==> config.mk <==
export PLATFORM = sky130hd
export DESIGN_NAME = gem_ctrl
export DESIGN_NICKNAME = d
export VERILOG_FILES = /design/src/rtl/gem_pkg.sv /design/src/rtl/gem_ctrl.sv
export SDC_FILE = /design/constraint.sdc
export NUM_CORES = 1
export LEC_CHECK = 0
export ABC_AREA = 1
export ABC_CLOCK_PERIOD_IN_PS = 3650
export BUFFER_PORTS_ARGS = -buffer_cell sky130_fd_sc_hd__clkbuf_2
export CORE_AREA = 10 10 47 49
export CTS_BUF_LIST = sky130_fd_sc_hd__clkbuf_16
export CTS_CLUSTER_DIAMETER = 100
export DETAILED_ROUTE_END_ITERATION = 7
export DIE_AREA = 0 0 57 59
export GPL_TIMING_DRIVEN = 0
export HOLD_SLACK_MARGIN = 0.05
export PLACE_DENSITY_LB_ADDON = 0.08
export SLEW_MARGIN = 10
export SYNTH_ARGS = -nofsm -noshare
export SYNTH_HDL_FRONTEND = slang
export SYNTH_SLANG_ARGS = --single-unit
==> constraint.sdc <==
create_clock -name clk -period 3.65 [get_ports clk]
set_clock_uncertainty 0.15 [all_clocks]
set_input_delay 0.1825 -clock clk [delete_from_list [all_inputs] [get_ports clk]]
set_output_delay 0.1825 -clock clk [all_outputs]
set_load 0.005 [all_outputs]
==> src/rtl/gem_pkg.sv <==
// ----------------------------------------------------------------------------
// gem_pkg
// Shared types and constants for the 3x3 gradient edge magnitude block.
// ----------------------------------------------------------------------------
package gem_pkg;

	localparam int MAX_WIDTH = 1024;
	localparam int COL_W     = $clog2(MAX_WIDTH);
	localparam int WIDTH_W   = 11;
	localparam int HEIGHT_W  = 16;
	localparam int GAIN_W    = 8;
	localparam int MODE_W    = 2;
	localparam int CFG_W     = 16;
	localparam int PIX_W     = 8;
	localparam int GRAD_W    = 11;
	localparam int SUM_W     = 21;
	localparam int PROD_W    = SUM_W + 2 * GAIN_W;
	localparam int ROOT_MAX  = 255;

	typedef enum logic [1:0] {
		CFG_IMAGE_WIDTH   = 2'd0,
		CFG_IMAGE_HEIGHT  = 2'd1,
		CFG_GAIN          = 2'd2,
		CFG_OPERATOR_MODE = 2'd3
	} cfg_reg_t;

	localparam logic [MODE_W-1:0] MODE_DIFF    = 2'd0;
	localparam logic [MODE_W-1:0] MODE_ROBERTS = 2'd1;
	localparam logic [MODE_W-1:0] MODE_SOBEL   = 2'd2;

	typedef struct packed {
		logic [PIX_W-1:0] pixel;
		logic             frame_start;
	} pixel_req_t;

	typedef struct packed {
		logic [7:0] magnitude;
		logic       frame_end;
	} edge_res_t;

	typedef struct packed {
		logic accept;
		logic shift;
		logic grad;
		logic square;
		logic scale;
		logic root;
		logic load;
	} gem_cmd_t;

	typedef struct packed {
		logic in_range;
		logic root_done;
		logic out_free;
	} gem_status_t;

endpackage

==> src/rtl/gem_ctrl.sv <==
// ----------------------------------------------------------------------------
// gem_ctrl
// Sequencer: steps one pixel request through read and shift and, for an
// in-range pixel, through gradient, square, scale, root and output load.
// ----------------------------------------------------------------------------
module gem_ctrl (
	input  logic                 clk,
	input  logic                 arst_n,
	input  logic                 src_valid,
	output logic                 src_stall,
	input  gem_pkg::gem_status_t status,
	output gem_pkg::gem_cmd_t    cmd
);
	import gem_pkg::*;

	typedef enum logic [6:0] {
		ST_IDLE   = 7'b0000001,
		ST_SHIFT  = 7'b0000010,
		ST_GRAD   = 7'b0000100,
		ST_SQUARE = 7'b0001000,
		ST_SCALE  = 7'b0010000,
		ST_ROOT   = 7'b0100000,
		ST_FINISH = 7'b1000000
	} state_t;

	state_t state_q, state_d;

	always_comb begin
		state_d = state_q;
		cmd     = '0;
		case (state_q)
			ST_IDLE: begin
				if (src_valid) begin
					cmd.accept = 1'b1;
					state_d    = ST_SHIFT;
				end
			end
			ST_SHIFT: begin
				cmd.shift = 1'b1;
				state_d   = status.in_range ? ST_GRAD : ST_IDLE;
			end
			ST_GRAD: begin
				cmd.grad = 1'b1;
				state_d  = ST_SQUARE;
			end
			ST_SQUARE: begin
				cmd.square = 1'b1;
				state_d    = ST_SCALE;
			end
			ST_SCALE: begin
				cmd.scale = 1'b1;
				state_d   = ST_ROOT;
			end
			ST_ROOT: begin
				cmd.root = 1'b1;
				if (status.root_done) begin
					state_d = ST_FINISH;
				end
			end
			ST_FINISH: begin
				if (status.out_free) begin
					cmd.load = 1'b1;
					state_d  = ST_IDLE;
				end
			end
			default: begin
				state_d = ST_IDLE;
			end
		endcase
	end

	assign src_stall = (state_q != ST_IDLE);

	always_ff @(posedge clk or negedge arst_n) begin
		if (!arst_n) begin
			state_q <= ST_IDLE;
		end else begin
			state_q <= state_d;
		end
	end

endmodule

==> results of run 1 <==
[worst paths after layout]
path / start / to / slack [ns]
setup / recovery: state_q[6] / cmd[3] / 1.91
hold / removal: status[1] / state_q[5] / 0.08
setup reg to reg: state_q[6] / state_q[0] / 2.28
hold reg to reg: state_q[2] / state_q[4] / 0.47
max in group asynchronous: arst_n / state_q[0] / 2.93
min in group asynchronous: arst_n / state_q[4] / 0.18
[cells by family (layout without fill, tap and decap cells)]
logic type / Yosys count / in the layout / synth area share
and+or+nand+nor: 36 / 36 / 0.4040
DFF: 7 / 7 / 0.4040
AOI/OAI and AO/OA: 1 / 1 / 0.01145
buffers and inverters: 20 / 40 / 0.1805
[layout by cell type (no fill, tap or decap), types with 2 or more instances in the layout]
master / Yosys / final
dfrtp_1: 6 / 6
inv_2: 3 / 3
nor2_1: 11 / 11
nor2_2: 2 / 2
clkbuf_2: 0 / 13
nand3_1: 6 / 6
inv_1: 16 / 17
clkbuf_16: 0 / 3
dlygate4sd3_1: 0 / 3
nand2_1: 12 / 12
nand3_2: 2 / 2
[synthesized netlist by cell type, drive strengths merged]
library cell / number
nand3: 8
dfstp: 1
nor3: 2
nor2: 13
nand2: 13
dfrtp: 6
inv: 19
o21ai: 1
buf: 1
[worst min-delay path: stages]
cell	delay, ns
clkbuf_2	0.07
inv_1	0.03
nand3_1	0.09
nand2_1	0.05
[layout make-up]
class	instances	area, µm²
fillers	161	770.7
multi-input cells	37	181.4
flip-flops and latches	7	176.4
repair buffers	16	95.09
clock buffers	3	75.07
inverters	19	71.32
well taps	16	20.02
plain buffers	1	7.507
clock inverters	1	3.754
[routing by layer]
metal / part of all wire / up-vias / global-route usage
met5: 0 / - / 0
met4: 0.040 / 0 / 0.08054
met3: 0.073 / 4 / 0.02790
met2: 0.40 / 16 / 0.08062
met1: 0.49 / 174 / 0.08848
li1: - / 223 / -
[metrics by stage]
stage               instance area, µm²  hold WS, ns  cells  utilization  setup WS (ns)
finish                           630.6      0.07960    100       0.4500          1.912
global route                     630.6       0.1182    100       0.4500          1.810
CTS                              630.6      0.08243    100       0.4500          1.886
detailed placement               521.8      -0.1145     93       0.3723          2.134
global placement                 521.8      -0.1124     93       0.3723          2.138
floorplan                        436.7      -0.2631     64            -          2.344
[power groups by stage]
| stage | clock, mW | sequential, mW | combinational (mW) |
|---|---|---|---|
| 5_1_grt | 0.194 | 0.106 | 0.143 |
| 2_1_floorplan | 0 | 0.103 | 0.0849 |
| 4_1_cts | 0.191 | 0.104 | 0.124 |
| 3_3_place_gp | 0 | 0.104 | 0.120 |
| 3_5_place_dp | 0 | 0.104 | 0.119 |
| 6_report | 0.187 | 0.104 | 0.120 |
[what timing repair did]
action	in CTS	in global routing
hold endpoints to repair	9	0
hold buffers	3	0
setup buffers	0	0
==> out/summary.txt, run 1 <==
Rel. slew slack -> 0.8323
GRT overflow -> 0
worst skew pair latency -> 0.23 ns
wire per inst -> 10.34 µm
clock transition at the registers of the reported paths -> 0.04 ns
P_int -> 284.2 µW
Mapped Area -> 436.7 µm²
total negative slack -> 0 ns
share of layout cells above drive strength 1 -> 0.3214
f_max -> 575.5 MHz
I/O pin total -> 14
Syn Area/Cell -> 6.823 µm²
clock network fraction of design power -> 0.455
Crit Path Max Fanout -> 5
RSZ-0062 raised after global routing -> no
Sw Share -> 0.3090
Max Cap Viol -> 0
Final period util -> 0.4761
GRT Total Usage -> 0.07053
hold depth -> 4
Root Buffer -> clkbuf_16
num rows -> 14
hpwl dp -> 816.3 µm
via total after detailed routing -> 417
post_cts resized -> 0
WL final -> 1.034 mm
endpoints failing setup -> 0
top flop regs -> state_q (7)
Sequential Power Share -> 0.253
clock buffer depth -> 2
Crit. path cell count -> 5
initial antenna violation count -> 0
Layout area overhead -> 44.41%
ant diodes -> 0
outcome -> finished clean
crit path kind -> reg -> out
die area -> 0.003363 mm²
Critical Path RT -> 3.32 ns
# clock sinks -> 7
sequential-to-total area share from yosys stat -> 0.4040
FF+latch count, synth -> 7
Net Sw Power -> 127.1 µW
Leakage Power -> 0.4269 nW
initial DRC count -> 7
Worst Path Buf+Inv -> 3
Worst Reg2Reg Path Length in Cells -> 6
Chip Height -> 59 µm
Comb power frac -> 0.292
Pwr Total -> 411.3 µW
Final Hold Vio Count -> 0
pwr/cell area -> 652.2 mW/mm²
CP max stage cell -> dfrtp_1
warnings from Yosys -> 0
final net count -> 91
worst hold path type -> in -> reg
Syn Inst Count -> 64
Largest register FFs -> 7
critical path, cell by cell -> nor3_4 -> nand3_1 -> inv_1 -> buf_4 -> clkbuf_2
dominant cells by area after synthesis -> dfrtp_1 34%, inv_1 14%, nand2_1 10%
post-synth top area share -> 0.3438
CP top delay family -> simple AND/OR/NAND/NOR gates
maximum vdd ir drop -> 313.7 µV
Largest Register -> state_q
post-synthesis net count -> 70
vias per cell -> 4.170
fin crit period -> 1.738 ns
Post-route DRC -> 0
Worst Path Arrival -> 1.41 ns
Pre-Repair DR Iteration Count -> 4
GP Congestion -> 0.7145
Post-DRT Antenna Nets -> 0
library cells used by synthesis -> 14
Crit path largest cell delay -> 0.42 ns
Num CTS Buffers -> 3
Starting Density -> 0.3116
IO Port Bufs -> 13
first-pass GRT wire length -> 1.807 mm
core area -> 0.001401 mm²
max-slew violations -> 0
Worst Max-Slew Pin Slew -> 0.2508 ns
top cell type by total area after synthesis -> dfrtp_1
Worst Setup End Kind -> output pin
largest net degree at the start of global routing -> 8
CP Launch Type -> flip-flop
CTS tree -> built
Die X -> 57 µm
vias in the first global route -> 402
H-tree depth -> 1
(Power assumes the default switching activity.)
==> run 2: changes to the inputs <==
--- a/config.mk
+++ b/config.mk
@@ -6,7 +6,7 @@
 export NUM_CORES = 1
 export LEC_CHECK = 0
 export ABC_AREA = 1
-export ABC_CLOCK_PERIOD_IN_PS = 3650
+export ABC_CLOCK_PERIOD_IN_PS = 1500
 export BUFFER_PORTS_ARGS = -buffer_cell sky130_fd_sc_hd__clkbuf_2
 export CORE_AREA = 10 10 47 49
 export CTS_BUF_LIST = sky130_fd_sc_hd__clkbuf_16
==> constraint.sdc (replaced) <==
create_clock -name clk -period 1.5 [get_ports clk]
set_clock_uncertainty 0.15 [all_clocks]
set_input_delay 0.075 -clock clk [delete_from_list [all_inputs] [get_ports clk]]
set_output_delay 0.075 -clock clk [all_outputs]
set_load 0.005 [all_outputs]
==> run 2 against run 1 <==
  * Largest power group unchanged
  * Register-to-register slack got worse by 2.3 ns
  * Worst hold slack got worse by 0.010 ns
  * The flow now finishes with violations (negative setup slack)
  * Sequential share of layout area decreased by 4.6 points
  * First-iteration DRC count decreased by 14%
  * Sequential cell count unchanged
  * Final cell count increased by 6.0%
==> out/summary.txt, run 2 (synthesis results as in run 1) <==
hpwl dp -> 816.3 µm (unchanged)
Starting Density -> 0.3116 (unchanged)
Final Cell Area -> 753.2 µm² (+19%)
worst skew pair latency -> 0.23 ns (about the same)
vias per cell -> 4.198 (+0.67%)
commonest non-fill, non-tap cell in the layout -> inv_1
Die X -> 57 µm (unchanged)
worst hold path type -> in -> async
maximum vdd ir drop -> 828.4 µV (+160%)
vias in the first global route -> 419 (+4.2%)
final net count -> 97 (+6.6%)
# clock sinks -> 7 (unchanged)
Worst Max-Slew Pin Slew -> 0.3182 ns (+0.06741 ns)
CTS tree -> built
Pwr Total -> 1.123 mW (+170%)
fin crit period -> 1.572 ns
Final period util -> 1.048
most frequent cells in the layout -> 15 x inv_1, 10 x nor2_1, 8 x clkbuf_2, 7 x nand2_1, 6 x dfrtp_1
GRT Total Usage -> 0.07227 (+0.001741)
f_max -> 636.3 MHz
Crit Path Max Fanout -> 5 (unchanged)
Chip Height -> 59 µm (unchanged)
clock buffer depth -> 2 (unchanged)
largest net degree at the start of global routing -> 8 (unchanged)
Rel. slew slack -> 0.7872 (-0.04508)
Final Hold Vio Count -> 0 (unchanged)
ant diodes -> 0 (unchanged)
final setup margin -> -0.07162 ns (-1.984 ns)
worst flop-to-flop path startpoint -> state_q[6]
num rows -> 14 (unchanged)
GRT overflow -> 0 (unchanged)
Worst Setup End Kind -> output pin
first-pass GRT wire length -> 1.856 mm (+2.7%)
Pre-Repair DR Iteration Count -> 4 (unchanged)
final cell count without fillers -> 106 (+6.0%)
endpoints failing setup -> 4 (+4)
Max Cap Viol -> 0 (unchanged)
die area -> 0.003363 mm² (unchanged)
Post-DRT Antenna Nets -> 0 (unchanged)
core area -> 0.001401 mm² (unchanged)
Layout area overhead -> 72.49%
max-slew violations -> 0 (unchanged)
top flop regs -> state_q (7)
H-tree depth -> 1 (unchanged)
share of layout cells above drive strength 1 -> 0.4778 (+0.1563)
outcome -> finished, violations left
Inst Count DP -> 93 (unchanged)
IO Port Bufs -> 13 (unchanged)
crit path kind -> reg -> out
Post-route DRC -> 0 (unchanged)
initial antenna violation count -> 0 (unchanged)
Worst Reg2Reg Path Length in Cells -> 7 (+1)
Area after DPL -> 521.8 µm² (unchanged)
clock transition at the registers of the reported paths -> 0.04 ns (about the same)
pwr/cell area -> 1491 mW/mm² (+130%)
Worst Path Arrival -> 1.35 ns (-0.06 ns)
R2R Setup Slk -> 0.02 ns (-2.26 ns)
via total after detailed routing -> 445 (+6.7%)
failing checks -> negative setup slack
Largest Register -> state_q
RSZ-0062 raised after global routing -> yes
Root Buffer -> clkbuf_16
CP Launch Type -> flip-flop
Num CTS Buffers -> 3 (unchanged)
Largest register FFs -> 7 (unchanged)
Leakage Power -> 0.4652 nW (+9.0%)
initial DRC count -> 6 (-1)
WL final -> 1.126 mm (+8.9%)
I/O pin total -> 14 (unchanged)
utilization after layout -> 0.5375 (+0.08750)
Critical Path RT -> 1.27 ns (-2.05 ns)
Reg-to-Reg End -> state_q[0]
wire per inst -> 10.62 µm (+2.7%)
GP Congestion -> 0.7145 (unchanged)
run 2: worst max path at each step:
stage               startpoint          to  depth (start not counted)
finish              state_q[6]      cmd[5]                          5
global route        state_q[0]      cmd[6]                          5
CTS                 state_q[4]      cmd[6]                          4
detailed placement  state_q[6]      cmd[3]                          5
global placement    state_q[6]      cmd[3]                          5
floorplan           state_q[6]  state_q[0]                          6
run 2: layout make-up:
| cell class | instances | area (µm²) |
|---|---|---|
| Sequential cell | 7 | 176.4 |
| Fill cell | 139 | 648.1 |
| Inverter | 19 | 71.32 |
| Multi-Input combinational cell | 37 | 234.0 |
| Clock inverter | 1 | 3.754 |
| Tap cell | 16 | 20.02 |
| Timing Repair Buffer | 23 | 172.7 |
| Clock buffer | 3 | 75.07 |
run 2: critical path, cell delays in order (launching register included):
cell,delay [ns]
dfrtp_1,0.42
nor3_4,0.34
buf_6,0.15
nand3_4,0.06
inv_2,0.06
buf_6,0.08
run 2: per-stage QoR:
| stage | hold slack (ns) | setup WS [ns] | setup TNS [ns] |
|---|---|---|---|
| finish | 0.06916 | -0.07162 | -0.2191 |
| global route | 0.09587 | -0.1426 | -0.8123 |
| CTS | 0.07471 | -0.09214 | -0.3678 |
| detailed placement | -0.2220 | 0.09121 | 0 |
| global placement | -0.2199 | 0.09500 | 0 |
| floorplan | -0.3706 | 0.2534 | 0 |
run 2: repair_timing:
item                                    4_1_cts  5_1_grt
hold endpoints to repair                     12        0
pin swaps                                     1        7
setup buffers                                 1        4
resized for setup                             3       20
gates cloned                                  0        0
endpoints found under the setup margin        6       10
hold buffers                                  5        0
run 2: layer usage:
layer | vias to the layer above | part of all wire | GRT usage
li1 | 237 | - | -
met1 | 188 | 0.47 | 0.08848
met2 | 15 | 0.42 | 0.08682
met3 | 5 | 0.060 | 0.02790
met4 | 0 | 0.051 | 0.08054
met5 | - | 0 | 0
run 2: where the power goes:
part	internal, mW	total, mW	switching (mW)
combinational	0.184	0.414	0.230
sequential	0.232	0.252	0.0206
clock	0.347	0.456	0.109
total	0.763	1.12	0.360
==> run 3: changes to the inputs <==
--- a/config.mk
+++ b/config.mk
@@ -8,14 +8,15 @@
 export ABC_AREA = 1
 export ABC_CLOCK_PERIOD_IN_PS = 1500
 export BUFFER_PORTS_ARGS = -buffer_cell sky130_fd_sc_hd__clkbuf_2
-export CORE_AREA = 10 10 47 49
+export CORE_AREA = 2 2 39 41
 export CTS_BUF_LIST = sky130_fd_sc_hd__clkbuf_16
 export CTS_CLUSTER_DIAMETER = 100
 export DETAILED_ROUTE_END_ITERATION = 7
-export DIE_AREA = 0 0 57 59
+export DIE_AREA = 0 0 41 43
 export GPL_TIMING_DRIVEN = 0
 export HOLD_SLACK_MARGIN = 0.05
 export PLACE_DENSITY_LB_ADDON = 0.08
+export SKIP_LAST_GASP = 1
 export SLEW_MARGIN = 10
 export SYNTH_ARGS = -nofsm -noshare
 export SYNTH_HDL_FRONTEND = slang
==> run 3 against run 2 <==
  * The flow still finishes with violations (negative setup slack)
  * Die area is 48% lower
  * Critical path type unchanged
  * Fmax rose by 2.8%
  * Design area rose by 1.5%
  * Critical endpoint unchanged
  * Sequential cell count unchanged
  * Non-clock buffer count rose by 2
  * Sequential share of layout area fell by 0.35 points
  * Largest cell class unchanged
==> out/summary.txt, run 3 (synthesis results as in run 1) <==
initial antenna violation count -> 0 (unchanged)
largest net degree at the start of global routing -> 8 (unchanged)
f_max -> 654.0 MHz (+2.8%)
Crit. path cell count -> 5 (unchanged)
wire per inst -> 9.287 µm (-13%)
Worst Setup End Kind -> output pin
num rows -> 14 (unchanged)
Critical Path RT -> 1.27 ns (about the same)
Comb power frac -> 0.366 (-0.003)
final setup margin -> -0.02909 ns (+0.04253 ns)
CP Launch Type -> flip-flop
share of layout cells above drive strength 1 -> 0.5109 (+0.03309)
I/O pin total -> 14 (unchanged)
clock buffer depth -> 2 (unchanged)
vias per cell -> 4.250 (+1.2%)
worst hold path type -> in -> async
Post-route DRC -> 0 (unchanged)
via total after detailed routing -> 459 (+3.1%)
Leakage Power -> 0.4793 nW (+3.0%)
clock transition at the registers of the reported paths -> 0.04 ns (about the same)
Die X -> 41 µm (-28%)
CP top delay family -> flip-flops
ant diodes -> 0 (unchanged)
Final Hold Vio Count -> 0 (unchanged)
Layout area overhead -> 75.07%
Pwr Total -> 1.101 mW (-1.9%)
failing checks -> negative setup slack
fillers -> 131 (-5.8%)
core area -> 0.001384 mm² (-1.2%)
Largest register FFs -> 7 (unchanged)
endpoints failing setup -> 3 (-1)
Sw Share -> 0.3169 (-0.003498)
Net Sw Power -> 349.1 µW (-3.0%)
Num CTS Buffers -> 3 (unchanged)
vias in the first global route -> 382 (-8.8%)
Pre-Repair DR Iteration Count -> 2 (-2)
maximum vdd ir drop -> 586.8 µV (-29%)
Largest Register -> state_q
Worst Max-Slew Pin Slew -> 0.2981 ns (-0.02013 ns)
Crit path largest cell delay -> 0.45 ns (+0.03 ns)
clock network fraction of design power -> 0.407 (about the same)
most frequent cells in the layout -> 15 x inv_1, 12 x clkbuf_2, 8 x nor2_1, 8 x nand2_1, 6 x dfrtp_1
fin crit period -> 1.529 ns (-0.04253 ns)
H-tree depth -> 1 (unchanged)
pwr/cell area -> 1441 mW/mm² (-3.4%)
GRT Total Usage -> 0.1336 (+0.06134)
hpwl dp -> 668.5 µm (-18%)
Sequential Power Share -> 0.227 (+0.002)
Place WS -> 0.07126 ns (-0.01995 ns)
first-pass GRT wire length -> 1.511 mm (-19%)
Worst Path Arrival -> 1.30 ns (-0.05 ns)
Crit Path Max Fanout -> 5 (unchanged)
GP Congestion -> 0.7282 (+1.9%)
Chip Height -> 43 µm (-27%)
Post-DRT Antenna Nets -> 0 (unchanged)
commonest non-fill, non-tap cell in the layout -> inv_1
RSZ-0062 raised after global routing -> yes
Final period util -> 1.019 (-0.02835)
Rel. slew slack -> 0.8006 (+0.01346)
GRT overflow -> 0 (unchanged)
initial DRC count -> 1 (-5)
Worst Reg2Reg Path Length in Cells -> 8 (+1)
Root Buffer -> clkbuf_16
# clock sinks -> 7 (unchanged)
critical path, cell by cell -> nor3_4 -> buf_6 -> nand3_4 -> inv_2 -> clkbuf_2
CP max stage cell -> dfrtp_1
worst skew pair latency -> 0.23 ns (about the same)
die area -> 0.001763 mm² (-48%)
top flop regs -> state_q (7)
IO Port Bufs -> 13 (unchanged)
WL final -> 1.003 mm (-11%)
P_int -> 752.4 µW (-1.4%)
crit path kind -> reg -> out
CTS tree -> built
outcome -> finished, violations left
final net count -> 99 (+2.1%)
max-slew violations -> 0 (unchanged)
Starting Density -> 0.3156 (+0.003944)
Max Cap Viol -> 0 (unchanged)
Worst Path Buf+Inv -> 3 (unchanged)
[run 3: path summary, 6_finish.rpt]
check	from	endpoint	slack [ns]
worst max-delay path	state_q[6]	cmd[5]	-0.03
worst min-delay path	arst_n	state_q[1]	0.07
worst max register to register	state_q[0]	state_q[0]	0.09
worst min register to register	state_q[3]	state_q[3]	0.44
max in group asynchronous	arst_n	state_q[0]	0.90
min in group clk	state_q[3]	state_q[3]	0.44
[run 3: metrics by stage]
step             util  area (µm²)  std cells  TNS (ns)  hold slack [ns]
5_1_grt        0.5524       764.5        108   -0.4724          0.09927
2_1_floorplan       -       436.7         64         0          -0.3706
6_report       0.5524       764.5        108  -0.07018          0.06781
4_1_cts        0.5172       715.7        108   -0.1280          0.08110
3_5_place_dp   0.3770       521.8         93         0          -0.2268
3_3_place_gp   0.3770       521.8         93         0          -0.2284
[run 3: worst register-to-register path: cells and delay by family, from the launching register on]
family                 cells  cell delay, ns
buffers and inverters      1            0.16
AND/OR/NAND/NOR            7            0.51
flip-flops                 1            0.53
[run 3: area by class of cell]
class / instances / area (µm²) / area share
Tap cell: 16 / 20.02 / 0.02619
Timing Repair Buffer: 25 / 181.4 / 0.2373
Inverter: 19 / 71.32 / 0.09329
Clock buffer: 3 / 75.07 / 0.09820
Multi-Input combinational cell: 37 / 236.5 / 0.3093
Clock inverter: 1 / 3.754 / 0.004910
Sequential cell: 7 / 176.4 / 0.2308
[run 3: power groups by stage]
stage,Sequential [mW],Clock [mW],Combinational [mW]
final,0.251,0.448,0.403
after global routing,0.253,0.464,0.455
after CTS,0.250,0.448,0.362
after detailed placement,0.253,0,0.285
after global placement,0.253,0,0.284
after floorplan,0.250,0,0.207
[run 3: metal layers]
layer | GRT usage | part of all wire | vias to the layer above
li1 | - | - | 241
met1 | 0.1683 | 0.44 | 206
met2 | 0.1875 | 0.52 | 10
met3 | 0.03141 | 0.027 | 2
met4 | 0.1000 | 0.010 | 0
met5 | 0 | 0 | -
[run 3: repair_timing]
| item | CTS | global route |
|---|---|---|
| endpoints found under the setup margin | 6 | 8 |
| buffers inserted | 6 | 2 |
| hold buffers | 5 | 0 |
| pin swaps | 4 | 3 |
| gates resized for setup | 5 | 15 |
| endpoints found under the hold margin | 12 | 0 |
